--- config.mk ---
export PLATFORM = sky130hd
export DESIGN_NAME = tagged_varint_value_decoder
export DESIGN_NICKNAME = d
export VERILOG_FILES = /design/src/sv/tvvd_pkg.sv /design/src/sv/tvvd_in_stage.sv /design/src/sv/tvvd_core.sv /design/src/sv/tvvd_out_stage.sv /design/src/sv/tagged_varint_value_decoder.sv
export SDC_FILE = /design/constraint.sdc
export NUM_CORES = 1
export LEC_CHECK = 0
export BUFFER_PORTS_ARGS = -buffer_cell sky130_fd_sc_hd__buf_2
export CAP_MARGIN = 20
export CORE_ASPECT_RATIO = 0.9
export CORE_MARGIN = 2
export CORE_UTILIZATION = 55
export DETAILED_ROUTE_END_ITERATION = 8
export PLACE_DENSITY = 0.87
export SKIP_CTS_REPAIR_TIMING = 1
export SYNTH_ARGS = -nofsm -noshare
export SYNTH_HDL_FRONTEND = slang
export SYNTH_SLANG_ARGS = --single-unit
--- constraint.sdc ---
create_clock -name aclk -period 12.9 [get_ports aclk]
set_input_delay 0 -clock aclk [delete_from_list [all_inputs] [get_ports aclk]]
set_output_delay 0 -clock aclk [all_outputs]
set_load 0.01 [all_outputs]
--- src/sv/tvvd_pkg.sv ---
// Shared types and constants for the tagged varint value decoder.
`timescale 1ns / 1ps

package tvvd_pkg;

    localparam logic [15:0] INT_COLUMN_CODE  = 16'd20;
    localparam logic [3:0]  MAX_VARINT_BYTES = 4'd10;
    localparam logic [3:0]  LAST_INT_INDEX   = 4'd9;
    localparam logic [3:0]  NULL_VALUE_TYPE  = 4'd1;
    localparam logic [6:0]  GROUP_MASK       = 7'h7f;
    localparam logic [3:0]  TYPE_MASK        = 4'hf;

    typedef enum logic [2:0] {
        ST_INT         = 3'd0,
        ST_NULL        = 3'd1,
        ST_UNSUPPORTED = 3'd2,
        ST_OVERFLOW    = 3'd3,
        ST_TAG_LONG    = 3'd4
    } status_t;

    typedef struct packed {
        logic [15:0] column_type;
        logic [7:0]  data_byte;
    } in_item_t;

    typedef struct packed {
        status_t     status;
        logic [31:0] column_id;
        logic [3:0]  value_type;
        logic [3:0]  tag_length;
        logic [63:0] int_value;
    } result_t;

endpackage

--- src/sv/tvvd_in_stage.sv ---
// Input register stage: holds one accepted byte until the decoder consumes it.
`timescale 1ns / 1ps

module tvvd_in_stage (
    input  logic              aclk,
    input  logic              aresetn,
    input  logic              s_tvalid,
    output logic              s_tready,
    input  tvvd_pkg::in_item_t s_item,
    input  logic              pop,
    output logic              item_valid,
    output tvvd_pkg::in_item_t item
);
    import tvvd_pkg::*;

    logic     valid_reg;
    logic     valid_next;
    in_item_t item_reg;

    // The register can take a new transfer whenever it is empty or drains this cycle.
    assign s_tready   = !valid_reg || pop;
    assign valid_next = (s_tvalid && s_tready) ? 1'b1 : (pop ? 1'b0 : valid_reg);

    always_ff @(posedge aclk) begin
        if (!aresetn) begin
            valid_reg <= 1'b0;
        end else begin
            valid_reg <= valid_next;
        end
    end

    always_ff @(posedge aclk) begin
        if (s_tvalid && s_tready) begin
            item_reg <= s_item;
        end
    end

    assign item_valid = valid_reg;
    assign item       = item_reg;

endmodule

--- src/sv/tvvd_core.sv ---
// Decoder state and the per-byte next-state and result logic.
`timescale 1ns / 1ps

module tvvd_core (
    input  logic               aclk,
    input  logic               aresetn,
    input  logic               take,
    input  tvvd_pkg::in_item_t item,
    output logic               res_valid,
    output tvvd_pkg::result_t  res
);
    import tvvd_pkg::*;

    logic        phase_reg,   phase_next;
    logic [63:0] acc_reg,     acc_next;
    logic [3:0]  idx_reg,     idx_next;
    logic [31:0] cid_reg,     cid_next;
    logic [3:0]  vtype_reg,   vtype_next;
    logic [3:0]  tlen_reg,    tlen_next;
    logic        is_int_reg,  is_int_next;

    logic [7:0]  b;
    logic [63:0] acc_shift;
    logic [63:0] acc_or;
    logic [3:0]  idx_inc;
    logic [6:0]  shamt;
    logic [31:0] tag_cid;
    logic [3:0]  tag_vtype;

    assign b         = item.data_byte;
    assign acc_shift = {acc_reg[56:0], b[6:0] & GROUP_MASK};
    assign idx_inc   = idx_reg + 4'd1;
    // Shift of the group within the little-endian integer: seven bits per byte.
    assign shamt     = {idx_reg, 3'b000} - {3'b000, idx_reg};
    assign acc_or    = acc_reg | ({57'd0, b[6:0]} << shamt);
    assign tag_cid   = acc_shift[35:4];
    assign tag_vtype = acc_shift[3:0] & TYPE_MASK;

    always_comb begin
        phase_next  = phase_reg;
        acc_next    = acc_reg;
        idx_next    = idx_reg;
        cid_next    = cid_reg;
        vtype_next  = vtype_reg;
        tlen_next   = tlen_reg;
        is_int_next = is_int_reg;
        res_valid   = 1'b0;
        res         = '{status: ST_INT, column_id: 32'd0, value_type: 4'd0,
                        tag_length: 4'd0, int_value: 64'd0};

        if (take) begin
            if (!phase_reg) begin
                if (idx_reg == 4'd0) begin
                    is_int_next = (item.column_type == INT_COLUMN_CODE);
                end
                if (b[7]) begin
                    if (idx_inc >= MAX_VARINT_BYTES) begin
                        acc_next       = 64'd0;
                        idx_next       = 4'd0;
                        res_valid      = 1'b1;
                        res.status     = ST_TAG_LONG;
                        res.tag_length = MAX_VARINT_BYTES;
                    end else begin
                        acc_next = acc_shift;
                        idx_next = idx_inc;
                    end
                end else begin
                    cid_next       = tag_cid;
                    vtype_next     = tag_vtype;
                    tlen_next      = idx_inc;
                    res.column_id  = tag_cid;
                    res.value_type = tag_vtype;
                    res.tag_length = idx_inc;
                    acc_next       = 64'd0;
                    idx_next       = 4'd0;
                    if (tag_vtype == NULL_VALUE_TYPE) begin
                        res_valid  = 1'b1;
                        res.status = ST_NULL;
                    end else if (!is_int_next) begin
                        res_valid  = 1'b1;
                        res.status = ST_UNSUPPORTED;
                    end else begin
                        phase_next = 1'b1;
                    end
                end
            end else begin
                res.column_id  = cid_reg;
                res.value_type = vtype_reg;
                res.tag_length = tlen_reg;
                if (idx_reg >= LAST_INT_INDEX && b > 8'd1) begin
                    phase_next = 1'b0;
                    acc_next   = 64'd0;
                    idx_next   = 4'd0;
                    res_valid  = 1'b1;
                    res.status = ST_OVERFLOW;
                end else if (b[7]) begin
                    acc_next = acc_or;
                    idx_next = idx_inc;
                end else begin
                    phase_next    = 1'b0;
                    acc_next      = 64'd0;
                    idx_next      = 4'd0;
                    res_valid     = 1'b1;
                    res.status    = ST_INT;
                    // Undo the zigzag mapping: even codes are positive, odd ones negative.
                    res.int_value = {1'b0, acc_or[63:1]} ^ {64{acc_or[0]}};
                end
            end
        end
    end

    always_ff @(posedge aclk) begin
        if (!aresetn) begin
            phase_reg  <= 1'b0;
            acc_reg    <= 64'd0;
            idx_reg    <= 4'd0;
            cid_reg    <= 32'd0;
            vtype_reg  <= 4'd0;
            tlen_reg   <= 4'd0;
            is_int_reg <= 1'b0;
        end else begin
            phase_reg  <= phase_next;
            acc_reg    <= acc_next;
            idx_reg    <= idx_next;
            cid_reg    <= cid_next;
            vtype_reg  <= vtype_next;
            tlen_reg   <= tlen_next;
            is_int_reg <= is_int_next;
        end
    end

endmodule

--- src/sv/tvvd_out_stage.sv ---
// Result register: holds one decoded result until the receiver takes it.
`timescale 1ns / 1ps

module tvvd_out_stage (
    input  logic              aclk,
    input  logic              aresetn,
    input  logic              res_valid,
    input  tvvd_pkg::result_t res,
    output logic              room,
    output logic              m_tvalid,
    input  logic              m_tready,
    output tvvd_pkg::result_t m_res
);
    import tvvd_pkg::*;

    logic    valid_reg;
    logic    valid_next;
    result_t res_reg;

    // A new result may be written when the register is empty or is being emptied now.
    assign room       = !valid_reg || m_tready;
    assign valid_next = res_valid ? 1'b1 : (m_tready ? 1'b0 : valid_reg);

    always_ff @(posedge aclk) begin
        if (!aresetn) begin
            valid_reg <= 1'b0;
        end else begin
            valid_reg <= valid_next;
        end
    end

    always_ff @(posedge aclk) begin
        if (res_valid) begin
            res_reg <= res;
        end
    end

    assign m_tvalid = valid_reg;
    assign m_res    = res_reg;

endmodule

--- src/sv/tagged_varint_value_decoder.sv ---
// Top level of the tagged varint value decoder.
`timescale 1ns / 1ps
//
// Usage:
//   The s_ channel carries the encoded stream one byte per transfer; tuser
//   carries the column type code, which only matters on a value's first byte.
//   Each value is a big-endian tag varint (type in bits 3:0, column id above)
//   followed, for integer columns, by a little-endian zigzag varint.
//   The m_ channel gives one transfer per finished value: an integer, a null,
//   an unsupported-type marker, an integer overflow or a tag that ran too long.
//   Bytes that do not finish a value give no transfer.
// Timing:
//   A byte goes into an input register, is decoded from there and its result
//   lands in the output register, which drives m_tvalid. One byte per cycle is
//   sustained while m_tready keeps the output register free; the decode loop
//   over the tag and integer accumulators sets that rate.
// Reset:
//   aresetn empties both registers and clears the decoder, which then waits for a tag.
// Backpressure:
//   While m_tready is low and a result is held, the input register still holds
//   one byte; s_tready drops once that byte is waiting on the full result.
//
module tagged_varint_value_decoder (
    input  logic         aclk,
    input  logic         aresetn,
    input  logic         s_tvalid,
    output logic         s_tready,
    input  logic [7:0]   s_tdata,   // [7:0] data_byte
    input  logic [15:0]  s_tuser,   // [15:0] column_type
    output logic         m_tvalid,
    input  logic         m_tready,
    // [31:0] column_id, [35:32] value_type, [39:36] tag_length, [103:40] int_value
    output logic [103:0] m_tdata,
    output logic [2:0]   m_tuser    // [2:0] status
);
    import tvvd_pkg::*;

    in_item_t s_item;
    in_item_t item;
    logic     item_valid;
    logic     room;
    logic     take;
    logic     res_valid;
    result_t  res;
    result_t  m_res;

    assign s_item = '{column_type: s_tuser, data_byte: s_tdata};
    assign take   = item_valid && room;

    tvvd_in_stage u_in (
        .aclk       (aclk),
        .aresetn    (aresetn),
        .s_tvalid   (s_tvalid),
        .s_tready   (s_tready),
        .s_item     (s_item),
        .pop        (take),
        .item_valid (item_valid),
        .item       (item)
    );

    tvvd_core u_core (
        .aclk      (aclk),
        .aresetn   (aresetn),
        .take      (take),
        .item      (item),
        .res_valid (res_valid),
        .res       (res)
    );

    tvvd_out_stage u_out (
        .aclk      (aclk),
        .aresetn   (aresetn),
        .res_valid (res_valid),
        .res       (res),
        .room      (room),
        .m_tvalid  (m_tvalid),
        .m_tready  (m_tready),
        .m_res     (m_res)
    );

    assign m_tuser = m_res.status;
    assign m_tdata = {m_res.int_value, m_res.tag_length, m_res.value_type, m_res.column_id};

`ifndef SYNTHESIS
    a_stall_blocks_input: assert property (@(posedge aclk) disable iff (!aresetn)
        (item_valid && m_tvalid && !m_tready) |-> !s_tready)
        else $error("input accepted while a waiting byte is blocked by a full result");

    a_value_only_for_int: assert property (@(posedge aclk) disable iff (!aresetn)
        (m_tvalid && m_tuser != ST_INT) |-> (m_tdata[103:40] == 64'd0))
        else $error("nonzero integer value on a non-integer result");

    a_tag_long_fields: assert property (@(posedge aclk) disable iff (!aresetn)
        (m_tvalid && m_tuser == ST_TAG_LONG) |->
        (m_tdata[39:36] == MAX_VARINT_BYTES && m_tdata[35:0] == 36'd0))
        else $error("malformed tag-too-long result");

    a_tag_length_range: assert property (@(posedge aclk) disable iff (!aresetn)
        m_tvalid |-> (m_tdata[39:36] != 4'd0 && m_tdata[39:36] <= MAX_VARINT_BYTES))
        else $error("tag length out of range");
`endif

endmodule
; ---- Yosys cells after proc, flatten, opt, wreduce, memory -nomap -nowiden
; Index checks and enable logic that the tools add are counted.
[word_totals]
output_inout_bits = 109
mem_bits_rw = 0
latchBits = 0
ff_bits = 243
input_bits = 28
n_memories = 0
mem_bits_ro = 0
[op_classes]
n_reduce_logical = 13
n_mul = 0
n_div = 0
n_addsub = 2
shift = 1
n_mux = 40
n_eq_ne = 2
n_lt_le_gt_ge = 3
bitwise = 5
[ops]
columns = op, count
row1 = 64-bit 2-to-1 mux, 5
row2 = 64-bit OR, 1
row3 = 7-bit by 7-bit << shifter with 64-bit output, 1
row4 = 63-bit by 64-bit XOR with 64-bit output, 1
row5 = 43-bit 2-to-1 mux, 1
row6 = 36-bit 2-to-1 mux, 1
row7 = 4-bit 2-to-1 mux, 7
row8 = 1-bit 2-to-1 mux, 21
row9 = "16-bit by 5-bit equality test with 1-bit output, second input constant", 1
row10 = 3-bit 2-to-1 mux, 3
row11 = "4-bit >= comparator, second input constant", 2
row12 = "8-bit by 1-bit > comparator with 1-bit output, second input constant", 1
row13 = 7-bit by 4-bit subtractor with 7-bit output, 1
row14 = "4-bit by 1-bit adder with 4-bit output, second input constant", 1
row15 = "4-bit by 1-bit equality test with 1-bit output, second input constant", 1
row16 = 4-bit zero test, 1
row17 = 2-bit 2-to-1 mux, 2
row18 = 2-bit nonzero test, 2
row19 = 4-bit OR reduction, 1
row20 = 1-bit logical AND, 3
row21 = 1-bit NOT, 3
row22 = 3-bit AND reduction, 1
row23 = 1-bit zero test, 2
row24 = 1-bit logical OR, 2
row25 = 2-bit AND reduction, 1

; ---- Depth between registers and ports, before layout
[depth]
word_depth = 10
depth_mapped = 13

; ---- By module
; A second synthesis with hierarchy kept.
[hier_totals]
hier_cells = 1147
hier_area_um2 = 11426.0
[by_module_without_submodules]
columns = mod, cells_per_inst, area_each_um2, n_inst, seq_area_each_um2
row1 = tvvd_core, 1006, 7379.6, 1, 2202.1
row2 = tvvd_out_stage, 111, 3261.9, 1, 3233.1
row3 = tvvd_in_stage, 29, 778.2, 1, 740.7
row4 = tagged_varint_value_decoder, 1, 6.3, 1, 0.0

; ---- Worst setup path after synthesis
; OpenSTA, ideal clock, no wires.
[synth_timing]
kind = register to register
from = register u_core.idx_reg[0]
to = register u_out.res_reg, in the netlist u_out.m_res[0], enable pin
stages_incl_launch_ff = 11
t_arrival_ns = 6.474
synth_period_minus_slack_ns = 7.047
path_slack_ns = 5.853
required_ns = 12.327
cell_sequence = dfxtp_1 buf_4 buf_6 inv_1 ha_1 buf_4 nor3_1 o21ba_2 buf_2 buf_2 nor2_1
[synth_between]
elab_cells_between_ends = 15
[synth_lines]
columns = item, line_no
row1 = from (decl), tvvd_core.sv:16  ; logic [3:0] idx_reg, idx_next;
row2 = from (signal assigned), tvvd_core.sv:124  ; idx_reg <= idx_next;
row3 = 4-bit by 1-bit adder with 4-bit output, tvvd_core.sv:32  ; assign idx_inc = idx_reg + 4'd1;
row4 = via u_core.idx_inc[0], tvvd_core.sv:25  ; logic [3:0] idx_inc;
row5 = 4-bit >= comparator, tvvd_core.sv:57  ; if (idx_inc >= MAX_VARINT_BYTES) begin
row6 = 1-bit 2-to-1 mux, tvvd_core.sv:57
row7 = 1-bit 2-to-1 mux, tvvd_core.sv:56  ; if (b[7]) begin
row8 = 1-bit 2-to-1 mux, tvvd_core.sv:52  ; if (!phase_reg) begin
row9 = 1-bit 2-to-1 mux, tvvd_core.sv:51  ; if (take) begin
row10 = via res_valid, tagged_varint_value_decoder.sv:43  ; logic res_valid;
row11 = to (signal assigned), tvvd_out_stage.sv:34  ; res_reg <= res;
row12 = to (decl), tvvd_out_stage.sv:18  ; result_t res_reg;
; The timed path passes the listed nets, and every way through them passes these cells. The select of a mux whose other input is x is not followed.
; A chain may end at the register's enable or synchronous reset.

; ---- Worst setup path in the final report
[layout_timing]
from = register u_core.idx_reg[1]
to = register u_out.res_reg, in the netlist u_out.m_res[104], enable pin
; The elaborated chain is that of the path after synthesis.

==> flow_summary_export.csv <==
group,metric,value,unit
setup_path,startpoint_type,"flop",
setup_path,path_common_cell,"buf_4",
detailed_routing,first_pass_iters,6,
setup_path,startpoint,"u_core.idx_reg[1]",
placed_design,place_area,0.01226,sq mm
timing,slew_headroom,23.74,%
placed_design,io_buffers,136,
status,status,"finished clean",
placed_design,post-dp-hpwl,20300,um
floorplan,io_pins,137,
grt,grt_max_degree,81,
clock_network,insertion_delay,0.54,ns
detailed_routing,drt_iter0_markers,1417,
hold_path,min_path_type,"input port to flop",
final_layout,final_cell_mix,"211 x nand2_1, 136 x buf_2, 131 x edfxtp_1, 112 x dfxtp_1, 107 x a21oi_1",
job,maxCapViolations,0,
setup_path,crit_fanout,80,
floorplan,dieWidth,157.0,um
detailed_routing,drt-total-wl,31540,um
timing,setup_viol_count_final,0,
setup_path,end_kind,"flop",
logic_synthesis,postSynthCellCount,1129,
hold_path,hold_start,"aresetn",
pwr,ir_drop,0.00008480,V
pwr,leakage,5.402,nW
detailed_routing,viasPerCell,6.154,
timing,fin_setup_tns,0,ns
placed_design,dp_cells,1478,
timing,fin_crit_sh,37.51,%
clock_network,cts_tree,"done",
timing,hold_viol,0,
clock_network,root_buffer,"clkbuf_16",
placed_design,gp_congestion,0.9922,
logic_synthesis,synthArstFlopShare,0,%
setup_path,crit_slowest_cell,"dfxtp_1",
logic_synthesis,synth_nets,1162,
grt,grt_overflow,0,
setup_path,critical_path_buf_inv_count,3,
setup_path,crit_family,"buffers and inverters",
setup_path,critical_path_arrival,4.99,ns
floorplan,rows,50,
floorplan,die_y,141.7,um
timing,slew_viol_final,0,
grt,grt.total_usage,27.46,%
timing,clock.fmax,206.7,MHz
final_layout,largest_reg_flops,107,
grt,antenna_found_initial,0,
logic_synthesis,ys_warn_count,0,
detailed_routing,drc,0,
floorplan,die_area,0.02224,sq mm
logic_synthesis,yosysUniqueCellTypes,97,
clock_network,clockBufferDepth,3,
logic_synthesis,synth_edf_count,131,
setup_path,slowest_delay,0.91,ns
logic_synthesis,synth_ff_type,"edfxtp_1",
final_layout,insertedDiodeCount,0,
timing,clock-skew-final,0.02393,ns
floorplan,core_area,0.02071,sq mm
clock_network,htree_levels,1,
detailed_routing,ant_nets,0,
timing,period_minus_slack,4.838,ns
final_layout,final_nets,1280,
clock_network,cts.sinks,243,
detailed_routing,wl_per_cell,20.32,um
clock_network,path_clk_slew,0.06,ns
logic_synthesis,seq_area_frac_synth,53.31,%
timing,rsz0062_at_grt,"no",
final_layout,layout-drive-gt1-share,19.04,%
floorplan,start_util,55.95,%
final_layout,fin_cells,1552,
pwr,p_total,0.001759,W
clock_network,numCtsBuffers,25,
final_layout,area_growth,15.22,%
grt,grt_pass1_wl,47690,um
logic_synthesis,synth_area,0.01158,sq mm
timing,tightest_slew,1.142,ns
setup_path,crit_type,"flop to flop",
detailed_routing,vias,9551,
pwr,powerDensity,131.8,mW/mm^2
logic_synthesis,avgSynthCellArea,10.26,sq um
final_layout,post-route-cell-area,0.01335,sq mm
setup_path,worstPathRequired,13.05,ns
setup_path,r2r_setup_slack,8.06,ns
grt,first_global_vias,8463,
setup_path,r2r_start,"u_core.idx_reg[1]",
final_layout,layout_commonest_cell,"nand2_1",
setup_path,crit_chain,"inv_1 -> ha_1 -> nor3_1 -> o21ba_2 -> buf_4 -> nor2_4 -> buf_4",
logic_synthesis,synth_seq_cells,243,
-- layout make-up --
type	instances	area (sq um)
multi-input cells	780	4868
inverters	19	73.82
repair buffers	178	1064
fillers	1567	7360
flip-flops and latches	243	6176
well taps	286	357.8
clock inverters	16	163.9
clock buffers	30	644.4
-- metrics by stage --
stage	hold WS (ns)	setup WS (ns)	util [%]
6_report	0.1566	8.062	64.46
5_1_grt	0.1652	7.804	64.46
3_3_place_gp	0.1769	8.278	59.21
4_1_cts	-0.3728	8.138	63.12
2_1_floorplan	0.09887	5.853	-
3_5_place_dp	0.1781	8.125	59.21
-- power by group --
group | leakage, nW | internal (W) | switching, W
registers | 2.23 | 0.000834 | 0.0000151
logic | 2.79 | 0.0000636 | 0.000132
clock network | 0.388 | 0.000403 | 0.000311
total | 5.40 | 0.00130 | 0.000458
-- worst reg2reg max path, cell delays in order (launching register included) --
cell and delay, ns:
dfxtp_1 0.91, inv_1 0.23, ha_1 0.84, nor3_1 0.23, o21ba_2 0.25, buf_4 0.28, nor2_4 0.73, buf_4 0.89
-- layer usage --
metal  track usage (%)  up-vias  share of wire (%)  wire (um)
li1                  -     4368                  -          -
met1             40.74     4506                 41      13000
met2             40.30      586                 44      13990
met3             5.131       91                 11       3436
met4             9.802        0                3.5       1114
met5                 0        -                  0          0
-- kinds of logic after synthesis --
group                      count (synthesis)  share of synthesized area (%)
xor gates and xnor gates                  10                         0.8209
AOI/OAI and AO/OA                        300                          17.69
and+or+nand+nor                          393                          16.06
muxes                                     72                          6.772
buffers and inverters                    106                          4.806
DFF                                      243                          53.31
adders and majority gates                  5                         0.5400
-- final timing paths --
check	to	cells past startpoint
worst max-delay path	u_out.m_res[104]	7
worst min-delay path	u_core.acc_reg[22]	3
worst max register to register	u_out.m_res[104]	7
worst min register to register	u_core.cid_reg[1]	2
-- synth_stat cells, types with 4 or more instances --
library cell / number / share of area, %
a21boi_0: 5 / 0.32
a21oi_1: 107 / 4.6
a221oi_1: 6 / 0.45
a222oi_1: 9 / 0.78
a22o_1: 4 / 0.30
a22oi_1: 9 / 0.58
a2bb2oi_1: 4 / 0.30
a32o_1: 4 / 0.35
and2_1: 5 / 0.27
and3_1: 5 / 0.27
buf_1: 4 / 0.13
buf_2: 26 / 1.1
buf_4: 9 / 0.58
buf_6: 12 / 1.2
clkbuf_1: 36 / 1.2
dfxtp_1: 112 / 19
edfxtp_1: 131 / 34
ha_1: 5 / 0.54
inv_1: 16 / 0.52
mux2i_1: 66 / 5.7
mux4_2: 5 / 0.97
nand2_1: 211 / 6.8
nand2b_1: 7 / 0.38
nand3_1: 22 / 0.95
nor2_1: 66 / 2.1
nor2_2: 4 / 0.22
nor2b_1: 9 / 0.49
nor3_1: 16 / 0.69
nor4_1: 6 / 0.32
o2111ai_1: 7 / 0.53
o211a_1: 4 / 0.35
o211ai_1: 8 / 0.52
o21a_1: 5 / 0.32
o21ai_0: 46 / 2.0
o21ai_1: 12 / 0.52
o22ai_1: 14 / 0.76
o2bb2ai_1: 12 / 0.91
or3_1: 6 / 0.32
xnor2_1: 7 / 0.53
(Power assumes the default switching activity.)
